## src/rtl/core/usc_pkg.sv

```systemverilog
// shared constants, types and helpers of the 2x upscaler
package usc_pkg;

    localparam int CFG_W          = 11;
    localparam int CFG_IDX_W      = 1;
    localparam int COORD_W        = 11;
    localparam int DEF_MAX_WIDTH  = 1024;
    localparam int DEF_MAX_HEIGHT = 1024;
    localparam int DEF_PIXEL_BITS = 8;

    localparam logic [CFG_W-1:0] CFG_DIM_RESET = 11'd1024;

    // configuration register indexes
    typedef enum logic [CFG_IDX_W-1:0] {
        REG_WIDTH_IN  = 1'b0,
        REG_HEIGHT_IN = 1'b1
    } t_reg_idx;

    // position of a result relative to the input pixel, per axis
    typedef enum logic [1:0] {
        SLOT_BEFORE = 2'd0,
        SLOT_AT     = 2'd1,
        SLOT_AFTER  = 2'd2
    } t_slot;

    // frame edge flags of one input pixel
    typedef struct packed {
        logic has_up;
        logic has_left;
        logic last_row;
        logic last_col;
    } t_edges;

    function automatic t_slot slot_next(input t_slot s);
        t_slot n;
        unique case (s)
            SLOT_BEFORE: n = SLOT_AT;
            SLOT_AT:     n = SLOT_AFTER;
            default:     n = SLOT_AFTER;
        endcase
        return n;
    endfunction

endpackage

```

## src/rtl/core/usc_res_if.sv

```systemverilog
// output pixel channel with coordinates and markers
interface usc_res_if #(
    parameter int PIXEL_BITS = usc_pkg::DEF_PIXEL_BITS
);
    logic                        valid;
    logic                        ready;
    logic [usc_pkg::COORD_W-1:0] out_row;
    logic [usc_pkg::COORD_W-1:0] out_col;
    logic [PIXEL_BITS-1:0]       pixel_out;
    logic                        run_last;
    logic                        frame_end;

    modport source (output valid, output out_row, output out_col, output pixel_out,
                    output run_last, output frame_end, input ready);
    modport sink   (input valid, input out_row, input out_col, input pixel_out,
                    input run_last, input frame_end, output ready);
endinterface

```

## src/rtl/core/usc_emit.sv

```systemverilog
// result emitter: steps through the output pixels completed by one input word
module usc_emit #(
    parameter int PIXEL_BITS = usc_pkg::DEF_PIXEL_BITS,
    parameter int CW         = 10,
    parameter int RW         = 10
) (
    input  logic                  i_clk,
    input  logic                  i_rst_n,
    input  logic                  i_valid,
    input  logic [PIXEL_BITS-1:0] i_pix,
    input  logic [PIXEL_BITS-1:0] i_left,
    input  logic [PIXEL_BITS-1:0] i_upleft,
    input  logic [PIXEL_BITS-1:0] i_above,
    input  logic [RW-1:0]         i_row,
    input  logic [CW-1:0]         i_col,
    input  usc_pkg::t_edges       i_edges,
    output logic                  o_free,
    usc_res_if.source             o_res
);
    import usc_pkg::*;

    logic                  r_valid;
    t_slot                 r_ri;
    t_slot                 r_ci;
    t_edges                r_edges;
    logic [RW-1:0]         r_row;
    logic [CW-1:0]         r_col;
    logic [PIXEL_BITS-1:0] r_p;
    logic [PIXEL_BITS-1:0] r_v;
    logic [PIXEL_BITS-1:0] r_mid;
    logic [PIXEL_BITS-1:0] r_diag;

    logic [PIXEL_BITS:0]   sum_cur;
    logic [PIXEL_BITS:0]   sum_prev;
    logic [PIXEL_BITS:0]   sum_v;
    logic [PIXEL_BITS:0]   sum_diag;
    logic [PIXEL_BITS-1:0] mid_cur;
    logic [PIXEL_BITS-1:0] mid_prev;
    t_slot                 col_start;
    t_slot                 col_end;
    t_slot                 row_end;
    logic                  last;
    logic                  load;
    logic [RW+1:0]         row_full;
    logic [CW+1:0]         col_full;
    logic [RW+1:0]         row_dbl;
    logic [CW+1:0]         col_dbl;

    // floored means of the neighbourhood
    always_comb begin
        sum_cur  = {1'b0, i_left} + {1'b0, i_pix};
        sum_prev = {1'b0, i_upleft} + {1'b0, i_above};
        sum_v    = {1'b0, i_above} + {1'b0, i_pix};
        mid_cur  = sum_cur[PIXEL_BITS:1];
        mid_prev = sum_prev[PIXEL_BITS:1];
        sum_diag = {1'b0, mid_prev} + {1'b0, mid_cur};
    end

    // slot range of the word being emitted
    assign col_start = r_edges.has_left ? SLOT_BEFORE : SLOT_AT;
    assign col_end   = r_edges.last_col ? SLOT_AFTER : SLOT_AT;
    assign row_end   = r_edges.last_row ? SLOT_AFTER : SLOT_AT;
    assign last      = (r_ri == row_end) && (r_ci == col_end);

    assign o_free = !r_valid || (last && o_res.ready);
    assign load   = i_valid && o_free;

    // slot walk: rows outer, columns inner
    always_ff @(posedge i_clk) begin
        if (!i_rst_n) begin
            r_valid <= 1'b0;
            r_ri    <= SLOT_AT;
            r_ci    <= SLOT_AT;
        end else if (load) begin
            r_valid <= 1'b1;
            r_ri    <= i_edges.has_up ? SLOT_BEFORE : SLOT_AT;
            r_ci    <= i_edges.has_left ? SLOT_BEFORE : SLOT_AT;
        end else if (r_valid && o_res.ready) begin
            if (last) begin
                r_valid <= 1'b0;
            end else if (r_ci == col_end) begin
                r_ci <= col_start;
                r_ri <= slot_next(r_ri);
            end else begin
                r_ci <= slot_next(r_ci);
            end
        end
    end

    // word payload
    always_ff @(posedge i_clk) begin
        if (load) begin
            r_edges <= i_edges;
            r_row   <= i_row;
            r_col   <= i_col;
            r_p     <= i_pix;
            r_v     <= sum_v[PIXEL_BITS:1];
            r_mid   <= mid_cur;
            r_diag  <= sum_diag[PIXEL_BITS:1];
        end
    end

    // coordinates in the enlarged frame
    always_comb begin
        row_dbl = {1'b0, r_row, 1'b0};
        col_dbl = {1'b0, r_col, 1'b0};
        case (r_ri)
            SLOT_BEFORE: row_full = row_dbl - 1'b1;
            SLOT_AFTER:  row_full = row_dbl | 1'b1;
            default:     row_full = row_dbl;
        endcase
        case (r_ci)
            SLOT_BEFORE: col_full = col_dbl - 1'b1;
            SLOT_AFTER:  col_full = col_dbl | 1'b1;
            default:     col_full = col_dbl;
        endcase
    end

    // pixel value per slot
    always_comb begin
        case (r_ri)
            SLOT_BEFORE: o_res.pixel_out = (r_ci == SLOT_BEFORE) ? r_diag : r_v;
            default:     o_res.pixel_out = (r_ci == SLOT_BEFORE) ? r_mid : r_p;
        endcase
    end

    assign o_res.valid     = r_valid;
    assign o_res.out_row   = COORD_W'(row_full);
    assign o_res.out_col   = COORD_W'(col_full);
    assign o_res.run_last  = last;
    assign o_res.frame_end = last && r_edges.last_row && r_edges.last_col;

    a_frame_end_is_last: assert property (@(posedge i_clk) disable iff (!i_rst_n)
        o_res.valid && o_res.frame_end |-> o_res.run_last)
        else $error("frame end flagged on a word that is not the last of its run");

    a_slot_in_range: assert property (@(posedge i_clk) disable iff (!i_rst_n)
        r_valid |-> (r_ri != SLOT_AFTER || r_edges.last_row)
                 && (r_ci != SLOT_AFTER || r_edges.last_col)
                 && (r_ri != SLOT_BEFORE || r_edges.has_up)
                 && (r_ci != SLOT_BEFORE || r_edges.has_left))
        else $error("emitter slot outside the range of its input word");

    a_busy_until_last: assert property (@(posedge i_clk) disable iff (!i_rst_n)
        r_valid && !last |=> r_valid)
        else $error("emitter dropped a run before its last word");

endmodule

```

## src/flat_wrapper.sv

```systemverilog
// flat-port wrapper written by rule: the top's interface ports become plain ports
module usc_emit_flat import usc_pkg::*;
#(
    parameter int PIXEL_BITS = usc_pkg::DEF_PIXEL_BITS,
    parameter int CW         = 10,
    parameter int RW         = 10
)
  (i_clk, i_rst_n, i_valid, i_pix, i_left, i_upleft, i_above, i_row, i_col, i_edges, o_free, o_res_valid, o_res_out_row, o_res_out_col, o_res_pixel_out, o_res_run_last, o_res_frame_end, o_res_ready);
  usc_res_if #(.PIXEL_BITS(PIXEL_BITS)) o_res_i ();
  input  logic i_clk;
  input  logic i_rst_n;
  input  logic i_valid;
  input  logic [PIXEL_BITS-1:0] i_pix;
  input  logic [PIXEL_BITS-1:0] i_left;
  input  logic [PIXEL_BITS-1:0] i_upleft;
  input  logic [PIXEL_BITS-1:0] i_above;
  input  logic [RW-1:0] i_row;
  input  logic [CW-1:0] i_col;
  input  usc_pkg::t_edges i_edges;
  output logic o_free;
  output wire logic [$bits(o_res_i.valid)-1:0] o_res_valid;
  output wire logic [$bits(o_res_i.out_row)-1:0] o_res_out_row;
  output wire logic [$bits(o_res_i.out_col)-1:0] o_res_out_col;
  output wire logic [$bits(o_res_i.pixel_out)-1:0] o_res_pixel_out;
  output wire logic [$bits(o_res_i.run_last)-1:0] o_res_run_last;
  output wire logic [$bits(o_res_i.frame_end)-1:0] o_res_frame_end;
  input wire logic [$bits(o_res_i.ready)-1:0] o_res_ready;
  assign o_res_valid = o_res_i.valid;
  assign o_res_out_row = o_res_i.out_row;
  assign o_res_out_col = o_res_i.out_col;
  assign o_res_pixel_out = o_res_i.pixel_out;
  assign o_res_run_last = o_res_i.run_last;
  assign o_res_frame_end = o_res_i.frame_end;
  assign o_res_i.ready = o_res_ready;
  usc_emit #(.PIXEL_BITS(PIXEL_BITS), .CW(CW), .RW(RW)) u_core (.i_clk(i_clk), .i_rst_n(i_rst_n), .i_valid(i_valid), .i_pix(i_pix), .i_left(i_left), .i_upleft(i_upleft), .i_above(i_above), .i_row(i_row), .i_col(i_col), .i_edges(i_edges), .o_free(o_free), .o_res(o_res_i));
endmodule
```

## config.mk

```make
export PLATFORM = sky130hd
export DESIGN_NAME = usc_emit_flat
export DESIGN_NICKNAME = d
export VERILOG_FILES = /design/src/rtl/core/usc_pkg.sv /design/src/rtl/core/usc_res_if.sv /design/src/rtl/core/usc_emit.sv /design/src/flat_wrapper.sv
export SDC_FILE = /design/constraint.sdc
export NUM_CORES = 1
export LEC_CHECK = 0
export BUFFER_PORTS_ARGS = -buffer_cell sky130_fd_sc_hd__clkbuf_2
export CORE_MARGIN = 2
export CORE_UTILIZATION = 60
export CTS_BUF_LIST = sky130_fd_sc_hd__clkbuf_4
export DETAILED_ROUTE_END_ITERATION = 10
export PLACE_DENSITY = 0.9
export SETUP_SLACK_MARGIN = 0.4
export SLEW_MARGIN = 25
export SYNTH_ARGS = -nofsm -noshare
export SYNTH_HDL_FRONTEND = slang
export SYNTH_SLANG_ARGS = --single-unit
```

## constraint.sdc

```tcl
create_clock -name i_clk -period 4.6 [get_ports i_clk]
set_input_delay 0.92 -clock i_clk [delete_from_list [all_inputs] [get_ports i_clk]]
set_output_delay 0.92 -clock i_clk [all_outputs]
set_load 0.02 [all_outputs]
```

After elaboration in Yosys (flattened, before gate mapping)
Cells that the tools add are included.
{"block": "op_classes", "n_eq_ne": 5, "n_lt_le_gt_ge": 0, "reduce_logical": 16, "mul": 0, "add_sub_neg": 6, "bitwise": 0, "n_div": 0, "mux": 23, "shifts": 0}
{"operator": "$pmux W11 S2", "count": 2}
{"operator": "$add A8 B8 Y9", "count": 4}
{"operator": "$mux W2", "count": 12}
{"operator": "$mux W8", "count": 3}
{"operator": "$sub A11 B1 Y11 const B", "count": 2}
{"operator": "$logic_and A1 B1 Y1", "count": 6}
{"operator": "$mux W1", "count": 6}
{"operator": "$reduce_bool A2 Y1", "count": 3}
{"operator": "$eq A2 B2 Y1", "count": 2}
{"operator": "$eq A2 B2 Y1 const B", "count": 2}
{"operator": "$logic_not A2 Y1", "count": 2}
{"operator": "$reduce_and A2 Y1", "count": 2}
{"operator": "$reduce_and A3 Y1", "count": 1}
{"operator": "$ne A2 B2 Y1 const B", "count": 1}
{"operator": "$logic_not A1 Y1", "count": 1}
{"operator": "$logic_or A1 B1 Y1", "count": 1}
{"block": "totals", "latch_bits": 0, "in_bits": 60, "regBits": 60, "wordCells": 62, "ram_bits": 0, "n_memories": 0, "out_inout_bits": 34, "rom_bits": 0}

Logic depth before layout (Yosys ltp)
Gate-level depths: netlist of run 1.
{"block": "depth", "word_depth": 8, "ltp_mapped": 12, "depth_no_buf": 12}

Least setup slack after synthesis of run 1
No wires, ideal clock.
{"block": "synth_timing", "kind": "input to register", "start": "input i_upleft[0]", "end": "register u_core.r_diag[6] (data pin)", "required_time_ns": 4.340, "n_path_buf": 0, "stages": 12, "setup_ns": 0.260, "arrival_time_ns": 2.978, "path_slack_ns": 1.361, "path_cell_list": "and2_1 fa_1 a21o_1 a21oi_1 o21bai_1 a211oi_1 a21oi_1 ha_1 o21a_1 o31ai_1 mux2i_1 nand2_1"}
{"block": "synth_between", "elab_chain_len": 2}
{"item": "start, declared", "line": "flat_wrapper.sv:15", "source": "input logic [PIXEL_BITS-1:0] i_upleft;"}
{"item": "$add A8 B8 Y9", "line": "usc_emit.sv:52", "source": "sum_prev = {1'b0, i_upleft} + {1'b0, i_above};"}
{"item": "$add A8 B8 Y9", "line": "usc_emit.sv:56", "source": "sum_diag = {1'b0, mid_prev} + {1'b0, mid_cur};"}
{"item": "via u_core.sum_diag[7]", "line": "usc_emit.sv:36", "source": "logic [PIXEL_BITS:0] sum_diag;"}
{"item": "end signal, assigned", "line": "usc_emit.sv:99", "source": "r_diag <= sum_diag[PIXEL_BITS:1];"}
{"item": "end, declared", "line": "usc_emit.sv:31", "source": "logic [PIXEL_BITS-1:0] r_diag;"}
The timed path passes the listed nets, and every way through them passes these cells.
A chain may end at the register's enable or synchronous reset.

Worst setup path in the final report of run 1
{"block": "layout_timing", "start": "input i_pix[0]", "end": "register u_core.r_diag[6] (data pin)"}
{"block": "layout_between", "elab_chain_len": 2}
{"item": "start, declared", "line": "flat_wrapper.sv:13", "source": "input logic [PIXEL_BITS-1:0] i_pix;"}
{"item": "$add A8 B8 Y9", "line": "usc_emit.sv:51", "source": "sum_cur = {1'b0, i_left} + {1'b0, i_pix};"}
{"item": "via u_core.sum_cur[6]", "line": "usc_emit.sv:33", "source": "logic [PIXEL_BITS:0] sum_cur;"}
{"item": "$add A8 B8 Y9", "line": "usc_emit.sv:56"}
{"item": "via u_core.sum_diag[7]", "line": "usc_emit.sv:36"}
The timed path passes the listed nets, and every way through them passes these cells.

==> results of run 1 <==
==> cell type report <==
type	instances	area, um2	area share [%]
Multi-Input combinational cell	245	1930	43.4
Inverter	21	78.8	1.78
Tap cell	75	93.8	2.11
Clock inverter	7	33.8	0.761
Timing Repair Buffer	96	488	11.0
Sequential cell	60	1750	39.4
Clock buffer	9	67.6	1.52
==> critical path, cell delays in order <==
cell	delay [ps]
sky130_fd_sc_hd__clkbuf_2	120
sky130_fd_sc_hd__and2_1	180
sky130_fd_sc_hd__fa_1	400
sky130_fd_sc_hd__a21o_1	180
sky130_fd_sc_hd__a21oi_1	270
sky130_fd_sc_hd__o21bai_1	100
sky130_fd_sc_hd__a21oi_1	170
sky130_fd_sc_hd__xnor2_1	180
sky130_fd_sc_hd__ha_1	330
sky130_fd_sc_hd__o21a_1	130
sky130_fd_sc_hd__o31ai_1	110
sky130_fd_sc_hd__mux2i_1	230
sky130_fd_sc_hd__nand2_1	60
==> placed cells by master, fill, tap and decap left out, types with 2 or more instances in the layout <==
master and count:
sky130_fd_sc_hd__mux2i_1 3, sky130_fd_sc_hd__ha_1 30, sky130_fd_sc_hd__dfxtp_1 5, sky130_fd_sc_hd__xor2_1 16, sky130_fd_sc_hd__o21a_1 7, sky130_fd_sc_hd__a21boi_0 11, sky130_fd_sc_hd__or4_1 2, sky130_fd_sc_hd__nand4_1 4
sky130_fd_sc_hd__xnor2_1 12, sky130_fd_sc_hd__o21bai_1 6, sky130_fd_sc_hd__clkinv_2 3, sky130_fd_sc_hd__inv_1 21, sky130_fd_sc_hd__nand2_1 20, sky130_fd_sc_hd__clkinv_1 3, sky130_fd_sc_hd__a211oi_1 3, sky130_fd_sc_hd__and2_1 3
sky130_fd_sc_hd__nor4_1 3, sky130_fd_sc_hd__o211ai_1 2, sky130_fd_sc_hd__nand2b_1 2, sky130_fd_sc_hd__buf_4 3, sky130_fd_sc_hd__and3b_1 3, sky130_fd_sc_hd__clkbuf_2 93, sky130_fd_sc_hd__nand3_1 5, sky130_fd_sc_hd__clkbuf_4 9
sky130_fd_sc_hd__a221oi_1 3, sky130_fd_sc_hd__a21o_1 4, sky130_fd_sc_hd__mux4_2 8, sky130_fd_sc_hd__nor2_1 26, sky130_fd_sc_hd__o21ai_0 11, sky130_fd_sc_hd__nor2b_1 5, sky130_fd_sc_hd__o31ai_1 7, sky130_fd_sc_hd__fa_1 4
sky130_fd_sc_hd__a21oi_1 21, sky130_fd_sc_hd__nor3_1 10, sky130_fd_sc_hd__edfxtp_1 55
==> per-stage QoR <==
step	util, %	total power (W)	cell area [um2]	hold WS, ps	worst slack (ps)
2_1_floorplan	-	0.00105	3760	510	1360
3_3_place_gp	72.4	0.00117	4340	534	1070
3_5_place_dp	72.4	0.00120	4340	549	982
4_1_cts	74.1	0.00147	4440	559	1410
5_1_grt	74.1	0.00155	4440	630	1190
6_report	74.1	0.00147	4440	569	1350
==> per-layer routing <==
metal | track usage [%] | vias up | share of wire, %
met2 | 41.4 | 117 | 51
li1 | - | 1457 | -
met5 | 0 | - | 0
met4 | 9.09 | 0 | 1.0
met1 | 28.7 | 1403 | 41
met3 | 4.67 | 8 | 6.6
==> cell families after synthesis <==
family	Yosys count	share of synthesized area, %
flops	60	46.5
compound gates	83	15.2
xor+xnor	28	6.51
mux	11	5.58
fa+ha+maj	34	12.1
buf+inv	23	2.33
simple gates	89	11.8
==> power by group <==
group	switching (W)	total (W)	internal, W
combinational	0.000279	0.000484	0.000205
clock	0.000177	0.000280	0.000103
sequential	0.0000270	0.000703	0.000676
==> how the worst max path moves through the flow <==
stage / cells after the start / to
after floorplan: 12 / u_core.r_diag[6]$_DFFE_PP_
after global placement: 13 / u_core.r_diag[6]$_DFFE_PP_
after detailed placement: 13 / u_core.r_diag[6]$_DFFE_PP_
after CTS: 13 / u_core.r_diag[6]$_DFFE_PP_
after global routing: 10 / u_core.r_diag[6]$_DFFE_PP_
final: 13 / u_core.r_diag[6]$_DFFE_PP_
==> state kept, by name, summed over array words and instances, names as in the netlist, 3 cells and up <==
name            cells
u_core.r_col       10
u_core.r_diag       8
u_core.r_edges      3
u_core.r_mid        8
u_core.r_p          8
u_core.r_row       10
u_core.r_v          8
==> results by stage, run 1 <==
Logic synthesis:
- Counting instances in the post-synthesis netlist gives the leading cell types as sky130_fd_sc_hd__edfxtp_1, sky130_fd_sc_hd__ha_1, sky130_fd_sc_hd__nor2_1.
- The mean cell area of the mapped netlist is 11.5 um2.
- sky130_fd_sc_hd__edfxtp_1 is the most common cell in the netlist.
- During synthesis, Yosys emitted a total of 0 warnings.
- Among all flip-flop cells after synthesis, the most frequent one is sky130_fd_sc_hd__edfxtp_1.
- The number of nets handed over by synthesis was 422.
- The synthesized netlist contains 45 unique library cells.
- Synthesis inferred 60 register bits.
- Sorting the synthesized cells by area gives the leading types as sky130_fd_sc_hd__edfxtp_1, sky130_fd_sc_hd__ha_1, sky130_fd_sc_hd__mux4_2.
- The share of the synthesized area in the top cell type is 43.9%.
- The cell count after synthesis came out at 328.
- The cell taking the most area after synthesis is sky130_fd_sc_hd__edfxtp_1.
- In this run the cell area of the synthesized design comes to 3760 um2.
- The async set-or-reset flop fraction in the synthesized netlist is 0%.
- The number of synthesized flops with an enable pin is 55.
- The sequential cell area fraction in the yosys report is 46.5%.

Clocking:
- The clock tree root driver cell is sky130_fd_sc_hd__clkbuf_4.
- The number of buffers inserted for hold repair after clock tree synthesis is 0.
- In this run, post-CTS repair resized a total of 0 instances.
- The longest clock path from root to sink contains 2 buffers.
- TritonCTS built the clock tree.
- The H-tree level count is 3.
- The latest clock arrival within the worst-skew pair is 380 ps.
- Clock-pin slew was measured on the worst setup and hold paths at 90 ps.
- Counting every sink on the clock net gives 60.
- The number of buffers inserted to repair setup after CTS is 0.
- Buffers inserted during clock tree synthesis total 9.

Die:
- The vertical extent of the die is 83.2 um.
- The number of top-level design ports is 94.
- The number of core rows is 28.
- The placeable core area is 5990 um2.
- The horizontal extent of the die is 83.2 um.
- The starting density of the core is 62.8%.
- The die covers 6920 um2.

Global route:
- The number of global-route vias before repair is 2991.
- The initial antenna violation count was 0.
- The first global-routing pass estimated 13.1 mm of wire.
- Across every metal layer, demand over resource in global routing totals 23.6%.
- Summed over all layers, the global routing overflow is 0.
- The largest net degree at the start of global routing is 43.

STA:
- The worst pin sits at a relative slew slack of 37.5%.
- The part of the cycle the worst path needs is 70.7%.
- The slew at the pin closest to its max-slew limit is 938 ps.
- The number of failing hold endpoints at the final stage was 0.
- Setup repair after global routing left no endpoint under its margin.
- The smallest clock period supported by the final layout is computed as 3250 ps.
- Based on the critical path, the design can be clocked at up to 307 MHz.
- Setup violations remaining at the end of the flow were counted as 0.
- The setup clock skew after layout is 10.6 ps.
- The number of max-slew violations in the final report is 0.
- Adding up every negative setup slack in the final design gives 0 ps.

Placement:
- During placement, the flow inserted port buffers numbering 93.
- Routability-driven placement finished with a final weighted congestion of 0.855.
- The total half-perimeter wirelength after legalization and detailed placement is 6.33 mm.
- The post-placement cell count is 497.

Detailed routing:
- The final layout contains routed wiring with a total length of 7.82 mm.
- The post-detailed-route wirelength per cell is 15.2 um.
- The DRC marker count from the first detailed-route iteration is 166.
- For this run, design rule violations remaining after detail routing come to 0.
- In the routed layout, each cell is associated on average with a via count of 5.82.
- The count of TritonRoute iterations in the first routing pass is 4.
- The detail route stage leaves a number of antenna-violating nets equal to 0.
- The via count of the routed design is 2985.

Hold path:
- The tightest min-delay check is of the reg -> reg type.
- The endpoint of the worst hold path is u_core.r_ri[0]$_SDFFE_PN1P_.
- The beginning of the worst hold path is u_core.r_ri[0]$_SDFFE_PN1P_.
- The number of instances on the worst hold path is 2.

Cells and area:
- Fill cells in the final layout number 421.
- Compared with the post-synthesis result, the final layout area differs by 17.9%.
- The proportion of layout cells with a drive suffix above 1 is 27.9%.
- The diode insertion count for antenna repair is 0.
- Excluding fillers, the count of instances in the completed layout stands at 513.
- For this run, the post-layout net count is 527.

Worst setup path:
- The launch point of the worst path is i_pix[0].
- The worst register-to-register path ends at u_core.r_col[8]$_DFFE_PP_.
- The required time of the critical path is 4730 ps.
- The kind of critical path is in -> reg.
- The worst-path maximum fanout is 5.
- The startpoint identified for the worst register-to-register timing path is u_core.r_edges[0]$_DFFE_PP_.
- The path depth of the worst reg2reg path is 5.
- The endpoint arrival time on the critical path is 3380 ps.
- Across all register-to-register paths, the minimum setup slack is 1810 ps.
- The category of the worst setup path launch point is a primary input.
- The nature of the critical path endpoint is a flop.

Run:
- Across the run, the number of max-cap violations was 0.

Power:
- The leakage power is 1.95 nW.
- Dividing total power by cell area gives a power density of 330 nW/um2.
- Across the VDD grid, the largest voltage drop is 0.161 mV.

Run status:
- The run finished with clean final reports.
Note: power is estimated with default switching activity, not from simulation.
==> run 2, diff against run 1 <==
--- a/config.mk
+++ b/config.mk
@@ -7,10 +7,10 @@
 export LEC_CHECK = 0
 export BUFFER_PORTS_ARGS = -buffer_cell sky130_fd_sc_hd__clkbuf_2
 export CORE_MARGIN = 2
-export CORE_UTILIZATION = 60
+export CORE_UTILIZATION = 55
 export CTS_BUF_LIST = sky130_fd_sc_hd__clkbuf_4
 export DETAILED_ROUTE_END_ITERATION = 10
-export PLACE_DENSITY = 0.9
+export PLACE_DENSITY = 0.83
 export SETUP_SLACK_MARGIN = 0.4
 export SLEW_MARGIN = 25
 export SYNTH_ARGS = -nofsm -noshare
==> constraint.sdc (replaced) <==
create_clock -name i_clk -period 3 [get_ports i_clk]
set_input_delay 0.6 -clock i_clk [delete_from_list [all_inputs] [get_ports i_clk]]
set_output_delay 0.6 -clock i_clk [all_outputs]
set_load 0.02 [all_outputs]
==> run 2 against run 1 <==
Sequential power rose by 54%; worst setup slack got worse by 980 ps; clock power rose by 51%; cell area rose by 8.5%; critical path depth fell by 2; via count barely moved; first-iteration DRC count fell by 33%; cell count rose by 4.5%; largest cell class unchanged.
==> results by stage, run 2 (synthesized netlist as in run 1, its figures left out) <==
Global route:
- The initial antenna violation count is 0 (unchanged).
- The first-pass GRT wire length is 12.7 mm (-2.8%).
- The global-route usage over all layers is 22.0% (-1.6 points).
- The largest net degree at the start of global routing is 45 (+4.7%).
- The number of global-route vias before repair is 2888 (-3.4%).
- The global-route congestion overflow total is 0 (unchanged).

Worst setup path:
- The critical register-to-register path endpoint is u_core.r_row[2]$_DFFE_PP_.
- The reg-to-reg critical path startpoint is u_core.r_edges[0]$_DFFE_PP_.
- The worst-path maximum fanout is 3 (-2).
- The nature of the critical path endpoint is a flop.
- The most numerous cell type found on the critical path is sky130_fd_sc_hd__fa_2.
- The endpoint arrival time on the critical path is 2750 ps (-630 ps).
- By startpoint and endpoint, the worst setup path is classified as in -> reg.
- The worst setup slack for register-to-register paths is 700 ps (-1110 ps).
- The required time of the critical path is 3120 ps (-1610 ps).
- The path depth of the worst reg2reg path is 5 (unchanged).
- The critical path goes through clkbuf_2, and2_4, fa_2, buf_4, xor2_1, fa_2, a21o_1, a21oi_4, o21bai_1, a211oi_2, a21oi_1.
- For this design, the slowest cell found on the critical path is sky130_fd_sc_hd__fa_2.
- The cell family contributing the most delay on the critical path is compound AO/OA/AOI/OAI gates.
- The worst stage delay on the critical path is 400 ps (about the same).
- The buffers plus inverters on the worst setup path was 2 (+1).
- The category of the worst setup path launch point is a primary input.

Placement:
- The total half-perimeter wirelength after legalization and detailed placement came to 6.20 mm (-2.1%).
- The placer congestion estimate is 0.869 (+1.5%).
- The placement-stage worst setup slack is -133 ps (-1110 ps).
- The count of input and output buffers came to 93 (unchanged).

Die:
- The horizontal extent of the die was 86.7 um (+4.2%).
- The number of core rows was 30 (+7.1%).
- The die outline area was 7520 um2 (+8.6%).
- The vertical extent of the die is 86.7 um (+4.2%).
- The starting density of the core is 56.0% (-6.8 points).
- The number of top-level design ports is 94 (unchanged).
- The placeable core area is 6720 um2 (+12%).

Power:
- The maximum vdd drop is 0.204 mV (+27%).
- The leakage power is 2.09 nW (+7.1%).
- The power per cell area is 494 nW/um2 (+50%).

Hold path:
- The endpoint of the worst hold path is u_core.r_col[9]$_DFFE_PP_.
- The number of instances on the worst hold path is 1 (-1).
- The startpoint identified for the worst hold timing path is i_col[9].
- The type of the tightest min-delay check is in -> reg.

STA:
- The setup total negative slack was 0 ps (unchanged).
- The setup clock skew after layout is 13.9 ps (+3.30 ps).
- The worst slew margin relative to its limit is 71.6% (+34 points).
- Setup repair after global routing could not meet its margin everywhere.
- The number of failing hold endpoints at the final stage is 0 (unchanged).
- The slew at the pin closest to its max-slew limit is 423 ps (-515 ps).
- In the finished design, the share of the clock period the worst path needs comes to 87.7%.
- The smallest clock period supported by the final layout is computed as 2630 ps.
- Static timing analysis puts the maximum clock frequency at 380 MHz.
- The final setup slack of the worst path is 370 ps (-977 ps).
- The worst hold margin is 378 ps (-191 ps).
- The number of failing setup endpoints in the final timing report is 0 (unchanged).
- The number of max-slew violations in the final report is 0 (unchanged).

Clocking:
- The clock transition time at the flip-flop clock pins of the worst setup and hold paths is 100 ps (about the same).
- TritonCTS built the clock tree.
- In this run the clock root is driven by a sky130_fd_sc_hd__clkbuf_4.
- The number of buffers inserted for hold repair after clock tree synthesis is 0 (unchanged).
- The latest clock arrival within the worst-skew pair is 390 ps (about the same).
- The number of CTS-inserted buffers is 9 (unchanged).
- The H-tree level count came to 3 (unchanged).
- The number of clock sinks seen by CTS is 60 (unchanged).
- The buffer depth of the longest clock path was 2 (unchanged).

Detailed routing:
- The post-detailed-route wirelength per cell is 15.1 um (-0.79%).
- The DRC marker count from the first detailed-route iteration was 112 (-33%).
- The total detailed-routing wirelength is 8.11 mm (+3.7%).
- The count of TritonRoute iterations in the first routing pass is 4 (unchanged).
- The count of nets left with antenna violations after detail routing is 0 (unchanged).
- The detailed-route DRC error count is 0 (unchanged).
- The vias per cell is 5.57 (-4.3%).
- The via count of the routed design came to 2986 (+0.034%).

Cells and area:
- In the final layout, the registers with the most flip-flops are u_core.r_col (10), u_core.r_row (10).
- Leaving out fill and tap cells, the most frequent cell in the layout is sky130_fd_sc_hd__clkbuf_2.
- The proportion of layout cells with a drive suffix above 1 is 39.3% (+11 points).
- The number of nets in the layout is 547 (+3.8%).
- The top cell types in the final layout, fill and taps aside, are sky130_fd_sc_hd__clkbuf_2, sky130_fd_sc_hd__edfxtp_1, sky130_fd_sc_hd__ha_1.
- The diode insertion count for antenna repair is 0 (unchanged).
- Compared with the post-synthesis result, the final layout area differs by 27.9%.
- The share of the core filled with cells was 71.7% (-2.4 points).

Run:
- The max-cap check violation count is 0 (unchanged).

Run status:
- The run finished with clean final reports.
run 2: cell count changes in the layout (fill, tap and decap cells not counted), sizes merged:
cell      delta
clkbuf       -2
buf         +23
clkinvlp     -1
clkinv       -2
run 2: layer usage:
metal | up-vias | part of all wire (%) | global-route usage, %
met5 | - | 0 | 0
li1 | 1488 | - | -
met4 | 0 | 1.7 | 9.09
met2 | 94 | 51 | 38.5
met3 | 10 | 4.7 | 3.90
met1 | 1394 | 42 | 26.6
run 2: repair_timing:
action | in CTS | in global routing
setup buffers | 1 | 4
gates resized for setup | 6 | 37
endpoints found under the setup margin | 6 | 10
pin swaps | 3 | 10
run 2: how the worst max path moves through the flow:
stage	start	end	slack [ps]	cells past startpoint
floorplan	i_upleft[2]	u_core.r_diag[6]$_DFFE_PP_	220	10
global placement	i_pix[2]	u_core.r_diag[6]$_DFFE_PP_	-50	12
detailed placement	i_pix[2]	u_core.r_diag[6]$_DFFE_PP_	-130	12
CTS	i_pix[0]	u_core.r_diag[6]$_DFFE_PP_	350	13
global route	i_pix[0]	u_core.r_diag[5]$_DFFE_PP_	280	11
finish	i_pix[0]	u_core.r_diag[5]$_DFFE_PP_	370	11
run 2: worst reg2reg max path, cell delays in order, from the launching register on:
cell                        delay [ps]
sky130_fd_sc_hd__edfxtp_1          470
sky130_fd_sc_hd__or3b_4            420
sky130_fd_sc_hd__o2bb2ai_2         190
sky130_fd_sc_hd__o21ai_4           200
sky130_fd_sc_hd__and2_2            390
sky130_fd_sc_hd__buf_12            280
run 2: final cells by class:
cell class / count / area [um2]
flip-flops and latches: 60 / 1750
inverters: 21 / 78.8
multi-input cells: 245 / 2130
fillers: 486 / 1900
clock inverters: 4 / 18.8
well taps: 80 / 100
repair buffers: 116 / 656
clock buffers: 10 / 75.1
run 2: where the power goes:
group | leakage [nW] | switching (W) | internal (W) | total, W
registers | 0.566 | 0.0000443 | 0.00104 | 0.00108
clock network | 0.0593 | 0.000258 | 0.000164 | 0.000422
logic | 1.46 | 0.000477 | 0.000401 | 0.000878
run 2: through the flow:
stage / total power, W / area (um2) / std cells
6_report: 0.00238 / 4820 / 536
5_1_grt: 0.00253 / 4820 / 536
4_1_cts: 0.00233 / 4620 / 532
3_5_place_dp: 0.00189 / 4500 / 517
3_3_place_gp: 0.00186 / 4500 / 517
2_1_floorplan: 0.00162 / 3790 / 328
==> run 3, diff against run 2 <==
--- a/config.mk
+++ b/config.mk
@@ -6,6 +6,7 @@
 export NUM_CORES = 1
 export LEC_CHECK = 0
 export BUFFER_PORTS_ARGS = -buffer_cell sky130_fd_sc_hd__clkbuf_2
+export CORE_ASPECT_RATIO = 0.9
 export CORE_MARGIN = 2
 export CORE_UTILIZATION = 55
 export CTS_BUF_LIST = sky130_fd_sc_hd__clkbuf_4
==> constraint.sdc (replaced) <==
create_clock -name i_clk -period 3 [get_ports i_clk]
set_input_delay 0.6 -clock i_clk [delete_from_list [all_inputs] [get_ports i_clk]]
set_output_delay 0.6 -clock i_clk [all_outputs]
set_load 0.05 [all_outputs]
==> run 3 against run 2 <==
Critical endpoint unchanged; largest power group unchanged; first-iteration DRC count fell by 15%; worst setup slack got worse by 100 ps; critical path type unchanged; clock-buffer cell count fell by 1; worst hold slack barely moved.
==> results by stage, run 3 (synthesized netlist as in run 1, its figures left out) <==
Cells and area:
- The fill cell total of the finished layout came to 434 (-11%).
- The area growth from synthesis to layout is 31.4%.
- The post-layout instance count excluding filler cells is 556 (+3.7%).
- The most common cell after layout, fill and taps aside is sky130_fd_sc_hd__clkbuf_2.
- The number of nets in the layout was 555 (+1.5%).
- The top cell types in the final layout, fill and taps aside, are sky130_fd_sc_hd__clkbuf_2, sky130_fd_sc_hd__edfxtp_1, sky130_fd_sc_hd__buf_4.
- The proportion of layout cells with a drive suffix above 1 was 38.4% (-0.84 points).
- The share of the core filled with cells is 75.1% (+3.4 points).
- The largest registers in the layout are u_core.r_col (10), u_core.r_row (10).
- The diode insertion count for antenna repair is 0 (unchanged).

STA:
- The worst hold margin is 379 ps (+0.139 ps).
- The number of failing setup endpoints in the final timing report was 0 (unchanged).
- The worst slew margin relative to its limit came to 71.8% (+0.24 points).
- Setup repair after global routing could not meet its margin everywhere.
- The number of max-slew violations in the final report is 0 (unchanged).
- The fmax is 366 MHz (-3.8%).
- The setup clock skew after layout is 9.28 ps (-4.59 ps).
- The number of failing hold endpoints at the final stage is 0 (unchanged).
- The part of the cycle the worst path needs is 91.1% (+3.5 points).
- The slew at the pin closest to its max-slew limit came to 419 ps (-3.54 ps).
- The time the worst path needs with I/O delays and setup is 2730 ps (+104 ps).

Worst setup path:
- The category of the worst setup path launch point is a primary input.
- The required time of the critical path is 3130 ps (about the same).
- Traced cell by cell, the critical path runs through clkbuf_2, and2_4, fa_2, a21o_1, a21oi_4, buf_4, xnor2_2, ha_1, buf_6, a21oi_4, o21bai_1, a211oi_2, a21oi_1.
- STA classifies the critical path endpoint as a flop.
- The endpoint arrival time on the critical path is 2870 ps (+120 ps).
- The buffers plus inverters on the worst setup path is 3 (+1).
- The worst stage delay on the critical path is 350 ps (-50 ps).
- The worst setup path is of the in -> reg kind.
- The worst-path maximum fanout was 3 (unchanged).
- Broken down by cell family, the worst path's largest delay share belongs to compound AO/OA/AOI/OAI gates.
- The cell that appears most often on the critical path is sky130_fd_sc_hd__a21oi_4.
- The largest individual stage delay along the critical path comes from the cell sky130_fd_sc_hd__fa_2.

Run status:
- The run finished with clean final reports.

Detailed routing:
- The post-detailed-route wirelength per cell is 15.7 um (+3.8%).
- The via count of the routed design came to 3126 (+4.7%).
- The total detailed-routing wirelength is 8.73 mm (+7.7%).
- The count of TritonRoute iterations in the first routing pass is 4 (unchanged).
- The count of nets left with antenna violations after detail routing came to 0 (unchanged).
- The detailed-route DRC error count is 0 (unchanged).
- The DRC marker count from the first detailed-route iteration is 95 (-15%).
- The vias per cell is 5.62 (+0.92%).

Die:
- The number of top-level design ports is 94 (unchanged).
- The die outline area is 7520 um2 (about the same).
- The number of core rows is 28 (-6.7%).
- The starting density of the core is 57.2% (+1.1 points).
- The placeable core area is 6590 um2 (-2.0%).
- The vertical extent of the die is 82.5 um (-4.9%).
- The horizontal extent of the die is 91.2 um (+5.2%).

Clocking:
- The clock tree root driver cell is sky130_fd_sc_hd__clkbuf_4.
- The latest clock arrival within the worst-skew pair is 390 ps (about the same).
- The H-tree level count is 3 (unchanged).
- The number of CTS-inserted buffers came to 9 (unchanged).
- TritonCTS built the clock tree.
- The buffer depth of the longest clock path is 2 (unchanged).
- The clock transition time at the flip-flop clock pins of the worst setup and hold paths is 90 ps (about the same).
- The number of clock sinks seen by CTS is 60 (unchanged).

Hold path:
- The type of the tightest min-delay check is in -> reg.

Placement:
- The placer congestion estimate is 0.802 (-7.7%).
- The post-placement cell count is 524 (+1.4%).
- The total half-perimeter wirelength after legalization and detailed placement came to 6.40 mm (+3.2%).
- The count of input and output buffers came to 93 (unchanged).

Global route:
- The number of global-route vias before repair is 2954 (+2.3%).
- The first-pass GRT wire length is 13.2 mm (+3.9%).
- The initial antenna violation count came to 0 (unchanged).
- The global-route congestion overflow total was 0 (unchanged).
- The global-route usage over all layers is 22.9% (+0.97 points).
- The largest net degree at the start of global routing is 45 (unchanged).

Power:
- The leakage power is 2.16 nW (+3.1%).
- The maximum vdd drop is 0.307 mV (+51%).
- The power per cell area was 539 nW/um2 (+9.1%).

Run:
- The max-cap check violation count is 0 (unchanged).
run 3: per-layer routing:
| layer | up-vias | global-route usage, % | share of wire, % |
|---|---|---|---|
| li1 | 1513 | - | - |
| met2 | 119 | 42.4 | 51 |
| met4 | 0 | 10.3 | 2.0 |
| met1 | 1482 | 27.0 | 41 |
| met5 | - | 0 | 0 |
| met3 | 12 | 3.54 | 5.4 |
run 3: stage by stage:
step	setup slack (ps)	instance area [um2]	power, W	setup TNS, ps
2_1_floorplan	221	3790	0.00174	0
3_3_place_gp	-77.0	4490	0.00197	-148
3_5_place_dp	-122	4490	0.00202	-257
4_1_cts	362	4740	0.00258	0
5_1_grt	207	4950	0.00280	0
6_report	266	4950	0.00267	0
run 3: final cells by class:
cell class                      instances  area, um2  area share, %
Clock buffer                            9       67.6           1.37
Tap cell                               90        113           2.28
Inverter                               21       78.8           1.59
Timing Repair Buffer                  124        759           15.3
Clock inverter                          7       57.6           1.16
Multi-Input combinational cell        245       2120           42.8
Sequential cell                        60       1750           35.4
run 3: final timing paths:
path	cells after the start	slack, ps	from	endpoint
max	13	270	i_pix[0]	u_core.r_diag[5]$_DFFE_PP_
min reg2reg	2	610	u_core.r_ci[1]$_SDFFE_PN0P_	u_core.r_ci[1]$_SDFFE_PN0P_
min	1	380	i_col[5]	u_core.r_col[5]$_DFFE_PP_
max reg2reg	5	790	u_core.r_edges[0]$_DFFE_PP_	u_core.r_mid[6]$_DFFE_PP_
run 3: repair_timing:
item / 4_1_cts / 5_1_grt
pin swaps: 3 / 16
setup buffers: 4 / 12
endpoints found under the hold margin: 0 / 0
resized for setup: 25 / 31
endpoints found under the setup margin: 21 / 18
hold buffers: 0 / 0
run 3: report_power, final:
| part | internal (W) | leakage, nW | switching, W |
|---|---|---|---|
| logic | 0.000441 | 1.52 | 0.000625 |
| clock network | 0.000243 | 0.0743 | 0.000274 |
| registers | 0.00104 | 0.566 | 0.0000485 |
